==> config.mk <==
export PLATFORM = sky130hd
export DESIGN_NAME = light_driven_servo_ramp_controller
export DESIGN_NICKNAME = d
export VERILOG_FILES = /design/src/design/lsrc_pkg.sv /design/src/design/light_driven_servo_ramp_controller.sv
export VERILOG_INCLUDE_DIRS = /design/src /design/src/design
export SDC_FILE = /design/constraint.sdc
export NUM_CORES = 1
export LEC_CHECK = 0
export BUFFER_PORTS_ARGS = -buffer_cell sky130_fd_sc_hd__buf_2
export CAP_MARGIN = 20
export CELL_PAD_IN_SITES_DETAIL_PLACEMENT = 1
export CELL_PAD_IN_SITES_GLOBAL_PLACEMENT = 1
export CORE_ASPECT_RATIO = 1.75
export CORE_MARGIN = 3
export CORE_UTILIZATION = 42
export DETAILED_ROUTE_END_ITERATION = 8
export PLACE_DENSITY_LB_ADDON = 0.05
export RECOVER_POWER = 25
export SKIP_CTS_REPAIR_TIMING = 1
export SLEW_MARGIN = 20
export SYNTH_ARGS = -nofsm -noshare
export SYNTH_HDL_FRONTEND = slang
export SYNTH_SLANG_ARGS = --single-unit
==> constraint.sdc <==
create_clock -name clk -period 4.9 [get_ports clk]
set_input_delay 0.98 -clock clk [delete_from_list [all_inputs] [get_ports clk]]
set_output_delay 0.98 -clock clk [all_outputs]
set_load 0.02 [all_outputs]
==> src/design/light_driven_servo_ramp_controller_assert.svh <==
// Assertion macros for the light-driven servo ramp controller.
// Each macro samples on the rising edge of clk and is disabled while rst_n is low.
`ifndef LIGHT_DRIVEN_SERVO_RAMP_CONTROLLER_ASSERT_SVH
`define LIGHT_DRIVEN_SERVO_RAMP_CONTROLLER_ASSERT_SVH

`ifndef SYNTHESIS

// Consequent holds in the same cycle as the antecedent.
`define LSRC_ASSERT_SAME(label, ante, cons, msg) \
    label: assert property (@(posedge clk) disable iff (!rst_n) (ante) |-> (cons)) \
        else $error(msg);

// Consequent holds in the cycle after the antecedent.
`define LSRC_ASSERT_NEXT(label, ante, cons, msg) \
    label: assert property (@(posedge clk) disable iff (!rst_n) (ante) |=> (cons)) \
        else $error(msg);

`else

`define LSRC_ASSERT_SAME(label, ante, cons, msg)
`define LSRC_ASSERT_NEXT(label, ante, cons, msg)

`endif

`endif

==> src/design/lsrc_pkg.sv <==
package lsrc_pkg;

    // Event kinds.
    localparam logic [1:0] FUNC_LIGHT = 2'd0;
    localparam logic [1:0] FUNC_TICK  = 2'd1;
    localparam logic [1:0] FUNC_CMD   = 2'd2;

    // Panel modes.
    localparam logic [1:0] MODE_CLOSED  = 2'd0;
    localparam logic [1:0] MODE_CLOSING = 2'd1;
    localparam logic [1:0] MODE_OPEN    = 2'd2;
    localparam logic [1:0] MODE_OPENING = 2'd3;

    // Status byte codes.
    localparam logic [1:0] STATUS_DARK   = 2'd0;
    localparam logic [1:0] STATUS_BRIGHT = 2'd1;
    localparam logic [1:0] STATUS_OPEN   = 2'd2;

    // Configuration register indexes.
    localparam logic [1:0] REG_LIGHT_THRESHOLD = 2'd0;
    localparam logic [1:0] REG_CLOSED_DUTY     = 2'd1;
    localparam logic [1:0] REG_OPEN_DUTY       = 2'd2;
    localparam logic [1:0] REG_TICKS_PER_STEP  = 2'd3;

    // Reset values.
    localparam logic [7:0] RST_LIGHT_THRESHOLD = 8'd15;
    localparam logic [7:0] RST_CLOSED_DUTY     = 8'd15;
    localparam logic [7:0] RST_OPEN_DUTY       = 8'd28;
    localparam logic [7:0] RST_TICKS_PER_STEP  = 8'd15;

    // The command value that requests the panel to open.
    localparam logic [7:0] CMD_OPEN = 8'd1;

endpackage

==> src/design/light_driven_servo_ramp_controller.sv <==
// Light-driven servo ramp controller.
// Input channel (in_valid/in_ready, func, value) carries events: a light sample,
// a 10 ms tick or a command byte. Every event produces exactly one result on the
// output channel (out_valid/out_ready, status_byte, duty_out, panel_mode,
// indicator), which reports the state after that event.
// Configuration is written through cfg_wr_en, cfg_index and cfg_wdata; it should be
// changed only while no event is in flight.
// A result is registered and appears in the cycle after its event transfer. The
// block takes one event per cycle while the receiver keeps taking results: the
// state update and the result are computed by one level of logic from the current
// state and the event, and the result register refills in the same cycle it is emptied.
// When the receiver stalls, the held result stays put and in_ready drops until
// the result is transferred; no event is lost or repeated.
// Reset clears the panel to closed with duty 15, dark phase, no pending command,
// and loads the default configuration; the output channel comes up empty.
module light_driven_servo_ramp_controller (
    input  logic       clk,
    input  logic       rst_n,
    input  logic       in_valid,
    output logic       in_ready,
    input  logic [1:0] func,
    input  logic [7:0] value,
    output logic       out_valid,
    input  logic       out_ready,
    output logic [1:0] status_byte,
    output logic [7:0] duty_out,
    output logic [1:0] panel_mode,
    output logic       indicator,
    input  logic       cfg_wr_en,
    input  logic [1:0] cfg_index,
    input  logic [7:0] cfg_wdata
);

`include "light_driven_servo_ramp_controller_assert.svh"

    // Configuration registers.
    logic [7:0] light_threshold_reg;
    logic [7:0] closed_duty_reg;
    logic [7:0] open_duty_reg;
    logic [7:0] ticks_per_step_reg;

    // Controller state.
    logic [7:0] light_level_reg, light_level_next;
    logic       bright_phase_reg, bright_phase_next;
    logic [7:0] pending_cmd_reg, pending_cmd_next;
    logic [1:0] mode_reg, mode_next;
    logic [7:0] duty_reg, duty_next;
    logic [7:0] tick_count_reg, tick_count_next;
    logic [1:0] status_reg, status_next;
    logic       indicator_reg, indicator_next;

    // Result register.
    logic       out_valid_reg;
    logic [1:0] res_status_reg;
    logic [7:0] res_duty_reg;
    logic [1:0] res_mode_reg;
    logic       res_indicator_reg;

    logic       in_xfer;
    logic       ramping;
    logic       opening;
    logic [7:0] target;
    logic [7:0] tick_inc;
    logic       bright;

    // The result register accepts a new event whenever it is empty or being drained.
    assign in_ready = !out_valid_reg || out_ready;
    assign in_xfer  = in_valid && in_ready;

    // Configuration writes.
    always_ff @(posedge clk or negedge rst_n)
    begin
        if (!rst_n)
        begin
            light_threshold_reg <= lsrc_pkg::RST_LIGHT_THRESHOLD;
            closed_duty_reg     <= lsrc_pkg::RST_CLOSED_DUTY;
            open_duty_reg       <= lsrc_pkg::RST_OPEN_DUTY;
            ticks_per_step_reg  <= lsrc_pkg::RST_TICKS_PER_STEP;
        end
        else if (cfg_wr_en)
        begin
            case (cfg_index)
                lsrc_pkg::REG_LIGHT_THRESHOLD: light_threshold_reg <= cfg_wdata;
                lsrc_pkg::REG_CLOSED_DUTY:     closed_duty_reg     <= cfg_wdata;
                lsrc_pkg::REG_OPEN_DUTY:       open_duty_reg       <= cfg_wdata;
                lsrc_pkg::REG_TICKS_PER_STEP:  ticks_per_step_reg  <= cfg_wdata;
                default:                       ;
            endcase
        end
    end

    // Ramp helpers derived from the current mode.
    assign ramping  = (mode_reg == lsrc_pkg::MODE_OPENING) ||
                      (mode_reg == lsrc_pkg::MODE_CLOSING);
    assign opening  = (mode_reg == lsrc_pkg::MODE_OPENING);
    assign target   = opening ? open_duty_reg : closed_duty_reg;
    assign tick_inc = tick_count_reg + 8'd1;

    // Next state for one event: apply the event, update the phase, then run the
    // phase action.
    always_comb
    begin
        light_level_next  = light_level_reg;
        bright_phase_next = bright_phase_reg;
        pending_cmd_next  = pending_cmd_reg;
        mode_next         = mode_reg;
        duty_next         = duty_reg;
        tick_count_next   = tick_count_reg;
        status_next       = status_reg;
        indicator_next    = indicator_reg;

        case (func)
            lsrc_pkg::FUNC_LIGHT:
            begin
                light_level_next = value;
            end
            lsrc_pkg::FUNC_TICK:
            begin
                if (ramping)
                begin
                    tick_count_next = tick_inc;
                    if (duty_reg == target)
                    begin
                        // The limit is reached: the ramp ends without a step.
                        mode_next       = opening ? lsrc_pkg::MODE_OPEN : lsrc_pkg::MODE_CLOSED;
                        status_next     = opening ? lsrc_pkg::STATUS_OPEN
                                                  : lsrc_pkg::STATUS_DARK;
                        tick_count_next = 8'd0;
                    end
                    else if (tick_inc == ticks_per_step_reg)
                    begin
                        duty_next       = opening ? duty_reg + 8'd1 : duty_reg - 8'd1;
                        tick_count_next = 8'd0;
                    end
                end
            end
            lsrc_pkg::FUNC_CMD:
            begin
                pending_cmd_next = value;
                indicator_next   = 1'b1;
            end
            default:
            begin
            end
        endcase

        // A change of phase reloads the status.
        bright = (light_level_next > light_threshold_reg);
        if (bright != bright_phase_reg)
        begin
            bright_phase_next = bright;
            status_next       = bright ? lsrc_pkg::STATUS_BRIGHT : lsrc_pkg::STATUS_DARK;
        end

        // Bright phase opens a closed panel on command; dark phase closes an open one.
        if (bright_phase_next)
        begin
            if (pending_cmd_next == lsrc_pkg::CMD_OPEN &&
                mode_next == lsrc_pkg::MODE_CLOSED)
            begin
                mode_next        = lsrc_pkg::MODE_OPENING;
                pending_cmd_next = 8'd0;
                indicator_next   = 1'b1;
            end
        end
        else if (mode_next == lsrc_pkg::MODE_OPEN)
        begin
            mode_next      = lsrc_pkg::MODE_CLOSING;
            indicator_next = 1'b0;
        end
    end

    // State update on each input transfer.
    always_ff @(posedge clk or negedge rst_n)
    begin
        if (!rst_n)
        begin
            light_level_reg  <= 8'd0;
            bright_phase_reg <= 1'b0;
            pending_cmd_reg  <= 8'd0;
            mode_reg         <= lsrc_pkg::MODE_CLOSED;
            duty_reg         <= lsrc_pkg::RST_CLOSED_DUTY;
            tick_count_reg   <= 8'd0;
            status_reg       <= lsrc_pkg::STATUS_DARK;
            indicator_reg    <= 1'b0;
        end
        else if (in_xfer)
        begin
            light_level_reg  <= light_level_next;
            bright_phase_reg <= bright_phase_next;
            pending_cmd_reg  <= pending_cmd_next;
            mode_reg         <= mode_next;
            duty_reg         <= duty_next;
            tick_count_reg   <= tick_count_next;
            status_reg       <= status_next;
            indicator_reg    <= indicator_next;
        end
    end

    // Result valid flag.
    always_ff @(posedge clk or negedge rst_n)
    begin
        if (!rst_n)
        begin
            out_valid_reg <= 1'b0;
        end
        else if (in_xfer)
        begin
            out_valid_reg <= 1'b1;
        end
        else if (out_ready)
        begin
            out_valid_reg <= 1'b0;
        end
    end

    // Result payload, loaded with the post-event state.
    always_ff @(posedge clk)
    begin
        if (in_xfer)
        begin
            res_status_reg    <= status_next;
            res_duty_reg      <= duty_next;
            res_mode_reg      <= mode_next;
            res_indicator_reg <= indicator_next;
        end
    end

    assign out_valid   = out_valid_reg;
    assign status_byte = res_status_reg;
    assign duty_out    = res_duty_reg;
    assign panel_mode  = res_mode_reg;
    assign indicator   = res_indicator_reg;

    // Every input transfer leaves a result waiting in the next cycle.
    `LSRC_ASSERT_NEXT(a_result_follows, in_xfer, out_valid_reg, "result missing after transfer")

    // A held result blocks new input so it cannot be overwritten.
    `LSRC_ASSERT_SAME(a_stall_blocks, out_valid_reg && !out_ready, !in_ready, "input accepted over a held result")

    // The duty only moves while a ramp is in progress.
    `LSRC_ASSERT_NEXT(a_duty_still, !ramping, duty_reg == $past(duty_reg), "duty changed outside a ramp")

    // The tick counter rests at zero whenever the panel is not ramping.
    `LSRC_ASSERT_SAME(a_tick_idle, !ramping, tick_count_reg == 8'd0, "tick count nonzero outside a ramp")

endmodule

==> out/qor_table.md <==
| Quantity | Reported | Unit |
| --- | --- | --- |
| Transition time of the tightest slew-check pin | 2.29 | ns |
| Post-Syn Instances | 405 | - |
| Power density relative to cell area | 419 | nW/µm² |
| Max-slew violations | 41 | - |
| Die area | 12,100 | µm² |
| Total wire length | 11,000 | µm |
| Pin count of the biggest net entering global routing | 41 | - |
| Clock tree from TritonCTS | built | - |
| Initial antenna violation count | 0 | - |
| Leading cell types by total area after synthesis | sky130_fd_sc_hd__dfrtp_1 (29%), sky130_fd_sc_hd__mux2_2 (13%), sky130_fd_sc_hd__dfstp_2 (11%) | - |
| Cell taking the most area after synthesis | sky130_fd_sc_hd__dfrtp_1 | - |
| Final hold slack | 0.469 | ns |
| Share of flip-flops with an asynchronous set or reset | 84.5 | % |
| Horizontal die dimension | 84.3 | µm |
| CTS Buffer Depth | 2 | - |
| Post-layout instance area | 5130 | µm² |
| Number of global-route vias before repair | 3,567 | - |
| Clock slew at the register clock pins of the worst setup and hold paths | 0.07 | ns |
| Count of antenna diodes in the layout | 0 | - |
| FILL cells | 1,139 | - |
| Overall overflow remaining after global route | 0 | - |
| DP Wirelength | 8450 | µm |
| Final critical delay including setup and external delays | 3.86 | ns |
| Initial core utilization | 43.5 | % |
| Area of placed instances | 4840 | µm² |
| Area fraction of the dominant cell type after synthesis | 28.9 | % |
| Cell with the largest stage delay on the worst path | sky130_fd_sc_hd__mux2_2 | - |
| Setup slack after layout | 1.04 | ns |
| Root cell of the clock tree | sky130_fd_sc_hd__clkbuf_16 | - |
| Unrepaired setup endpoints after global routing | no | - |
| Violations in the final reports | capacitance limit, slew limit | - |
| Standard-cell row count | 49 | - |
| Largest stage delay on the critical path | 0.36 | ns |
| Average via count per standard cell | 5.58 | - |
| Source-to-sink clock delay at the later pin of the worst-skew pair | 0.34 | ns |
| DRC Markers | 0 | - |
| Max Fclk | 0.259 | GHz |
| Gpl congestion | 0.778 | - |
| Clock sink count | 84 | - |
| Endpoint of the worst hold path | light_level_reg[3] | - |
| Highest net fanout along the worst path | 8 | - |
| Share of the yosys chip area belonging to registers | 48.6 | % |
| Iteration count of the initial detailed-routing pass | 4 | - |
| Routed length per instance | 19.0 | µm |
| Worst relative slew slack | -52.5 | % |
| Vertical die dimension | 143 | µm |
| H-tree depth | 3 | - |
| Top cell types by occurrence after synthesis | sky130_fd_sc_hd__dfrtp_1 (52), sky130_fd_sc_hd__mux2_2 (52), sky130_fd_sc_hd__nand2_1 (47), sky130_fd_sc_hd__xor2_1 (26), sky130_fd_sc_hd__o21ai_0 (24) | - |
| CP endpoint kind | register | - |
| Final setup viols | 0 | - |
| Worst-case reg-to-reg path depth | 13 | - |
| Post-route setup TNS | 0 | ns |
| Total global-route track usage | 19.8 | % |
| Clock buffers created by TritonCTS | 9 | - |
| Initial DRC Count | 72 | - |
| Syn Std Cell Area | 4510 | µm² |
| Worst ir drop on vdd | 0.188 | mV |
| Worst hold path stage count | 2 | - |
| Post-synth EDFFs | 13 | - |
| Classification of the worst-slack hold path | reg2reg | - |
| Met2 Track Usage GR | 38.5 | % |
| Fraction of met3 tracks used by global routing | 2.54 | % |
| Number of primary I/O pins | 40 | - |
| Global Route met1 Usage | 20.9 | % |
| Final core utilization | 49.6 | % |
| Pleak | 2.30 | nW |
| Net count of the mapped netlist | 448 | - |
| Share of cells above drive strength 1 | 28.6 | % |
| First-pass GRT wire length | 18,400 | µm |
| Number of port buffers | 39 | - |
| MaxCap Viol Count | 1 | - |
| Worst clock skew on the final layout | 0.00993 | ns |
| Floorplan core area | 10,400 | µm² |
| Final Cycle Share | 78.8 | % |
| CP Launch Type | input pin | - |
| Post-synthesis area per instance | 11.1 | µm² |
| Post-route antenna net violation count | 0 | - |
| Hold Violations, Final | 0 | - |
| Launching point of the worst reg2reg path | light_level_reg[1] | - |
| Startpoint of the tightest hold check path | light_level_reg[3] | - |
| Yosys warns | 0 | - |
| Detailed-route via count | 3,241 | - |
| Area growth syn-to-layout | 13.9 | % |
| Critical path cell sequence | buf_2 -> nor2_1 -> buf_4 -> mux2_2 -> ha_1 -> nor2b_1 -> o21a_1 -> o21ai_0 -> nand2b_1 -> a21oi_1 -> a21oi_1 -> ha_1 -> nor2_1 -> nor3_1 -> a211oi_1 -> a31oi_1 | - |
| Result of the run | finished with violations | - |
| Flops & latches, synth | 84 | - |
| Net count of the finished layout | 492 | - |
| Worst-case register-to-register setup slack | 1.81 | ns |
| Required @ worst endpoint | 4.98 | ns |
| Most Crowded Layer GR | met2 | - |
| Worst-case setup slack after placement | 0.653 | ns |
| Number of library cell types mapped by synthesis | 50 | - |
| Most used DFF post-synth | sky130_fd_sc_hd__dfrtp_1 | - |
| Data arrival time of the worst path | 3.94 | ns |
| Crit Path Category | in2reg | - |
| Capture point of the worst reg-to-reg path | indicator | - |
## area by class of cell
| type | instances | area (µm²) | share of cell area [%] |
|---|---|---|---|
| multi-input combinational | 296 | 2210 | 43.0 |
| inverter | 15 | 56.3 | 1.10 |
| timing repair buffer | 43 | 219 | 4.26 |
| tap | 127 | 159 | 3.09 |
| sequential | 84 | 2190 | 42.7 |
| clock buffer | 9 | 225 | 4.39 |
| clock inverter | 7 | 75.1 | 1.46 |
## where the power goes
| group | leakage [nW] | internal (W) | switching, W | total [W] |
|---|---|---|---|---|
| Sequential | 0.982 | 0.000849 | 0.0000998 | 0.000948 |
| Combinational | 1.18 | 0.000234 | 0.000288 | 0.000522 |
| Clock | 0.138 | 0.000396 | 0.000285 | 0.000681 |
## cell usage in the layout (no fill, tap or decap), types with 3 or more instances in the layout
master	count
sky130_fd_sc_hd__mux2_2	52
sky130_fd_sc_hd__dfrtp_1	52
sky130_fd_sc_hd__nand2_1	47
sky130_fd_sc_hd__buf_2	37
sky130_fd_sc_hd__xor2_1	26
sky130_fd_sc_hd__o21ai_0	24
sky130_fd_sc_hd__dfstp_2	19
sky130_fd_sc_hd__ha_1	17
sky130_fd_sc_hd__a21oi_1	15
sky130_fd_sc_hd__inv_1	14
sky130_fd_sc_hd__edfxtp_1	13
sky130_fd_sc_hd__nor2_1	12
sky130_fd_sc_hd__xnor2_1	12
sky130_fd_sc_hd__a21o_1	9
sky130_fd_sc_hd__clkbuf_16	9
sky130_fd_sc_hd__nand2b_1	8
sky130_fd_sc_hd__nand3_1	8
sky130_fd_sc_hd__nor3_1	7
sky130_fd_sc_hd__nor4_1	6
sky130_fd_sc_hd__nor2b_1	4
sky130_fd_sc_hd__a22o_1	4
sky130_fd_sc_hd__o21a_1	3
sky130_fd_sc_hd__nand4_1	3
sky130_fd_sc_hd__o211ai_1	3
sky130_fd_sc_hd__or3_1	3
sky130_fd_sc_hd__a31oi_1	3
sky130_fd_sc_hd__clkinvlp_4	3
sky130_fd_sc_hd__clkbuf_1	3
sky130_fd_sc_hd__buf_4	3
## through the flow
stage	instances	power, W
floorplan	405	0.00133
global placement	565	0.00147
detailed placement	565	0.00149
CTS	581	0.00219
global route	581	0.00229
finish	581	0.00215
## worst max-delay path, delay by kind of cell
kind / cells / cell delay, ns
fa+ha+maj: 2 / 0.51
mux: 1 / 0.36
buf+inv: 2 / 0.29
simple gates: 5 / 0.79
compound gates: 6 / 0.98
## worst max path at each step
| stage | cells past startpoint | end | startpoint | slack [ns] |
|---|---|---|---|---|
| floorplan | 14 | indicator | func[1] | 0.95 |
| global placement | 16 | indicator | func[1] | 0.76 |
| detailed placement | 16 | indicator | func[1] | 0.65 |
| CTS | 16 | indicator | func[1] | 1.03 |
| global route | 16 | indicator | func[1] | 0.75 |
| finish | 16 | indicator | func[1] | 1.04 |
## per-layer routing
| layer | up-vias | part of all wire, % |
|---|---|---|
| met5 | - | 0 |
| li1 | 1538 | - |
| met3 | 15 | 2.4 |
| met4 | 0 | 2.3 |
| met1 | 1650 | 37 |
| met2 | 38 | 58 |
## kinds of logic (layout without fill, tap and decap cells)
group / Yosys count / after routing / share of synthesized area [%]
buffers and inverters: 25 / 74 / 2.36
DFF: 84 / 84 / 48.6
muxes: 54 / 54 / 13.4
adders and majority gates: 18 / 18 / 5.16
and+or+nand+nor: 112 / 112 / 12.6
AOI/OAI and AO/OA: 74 / 74 / 10.4
xor gates and xnor gates: 38 / 38 / 7.38
No activity file was read; power rests on OpenSTA's default activity.
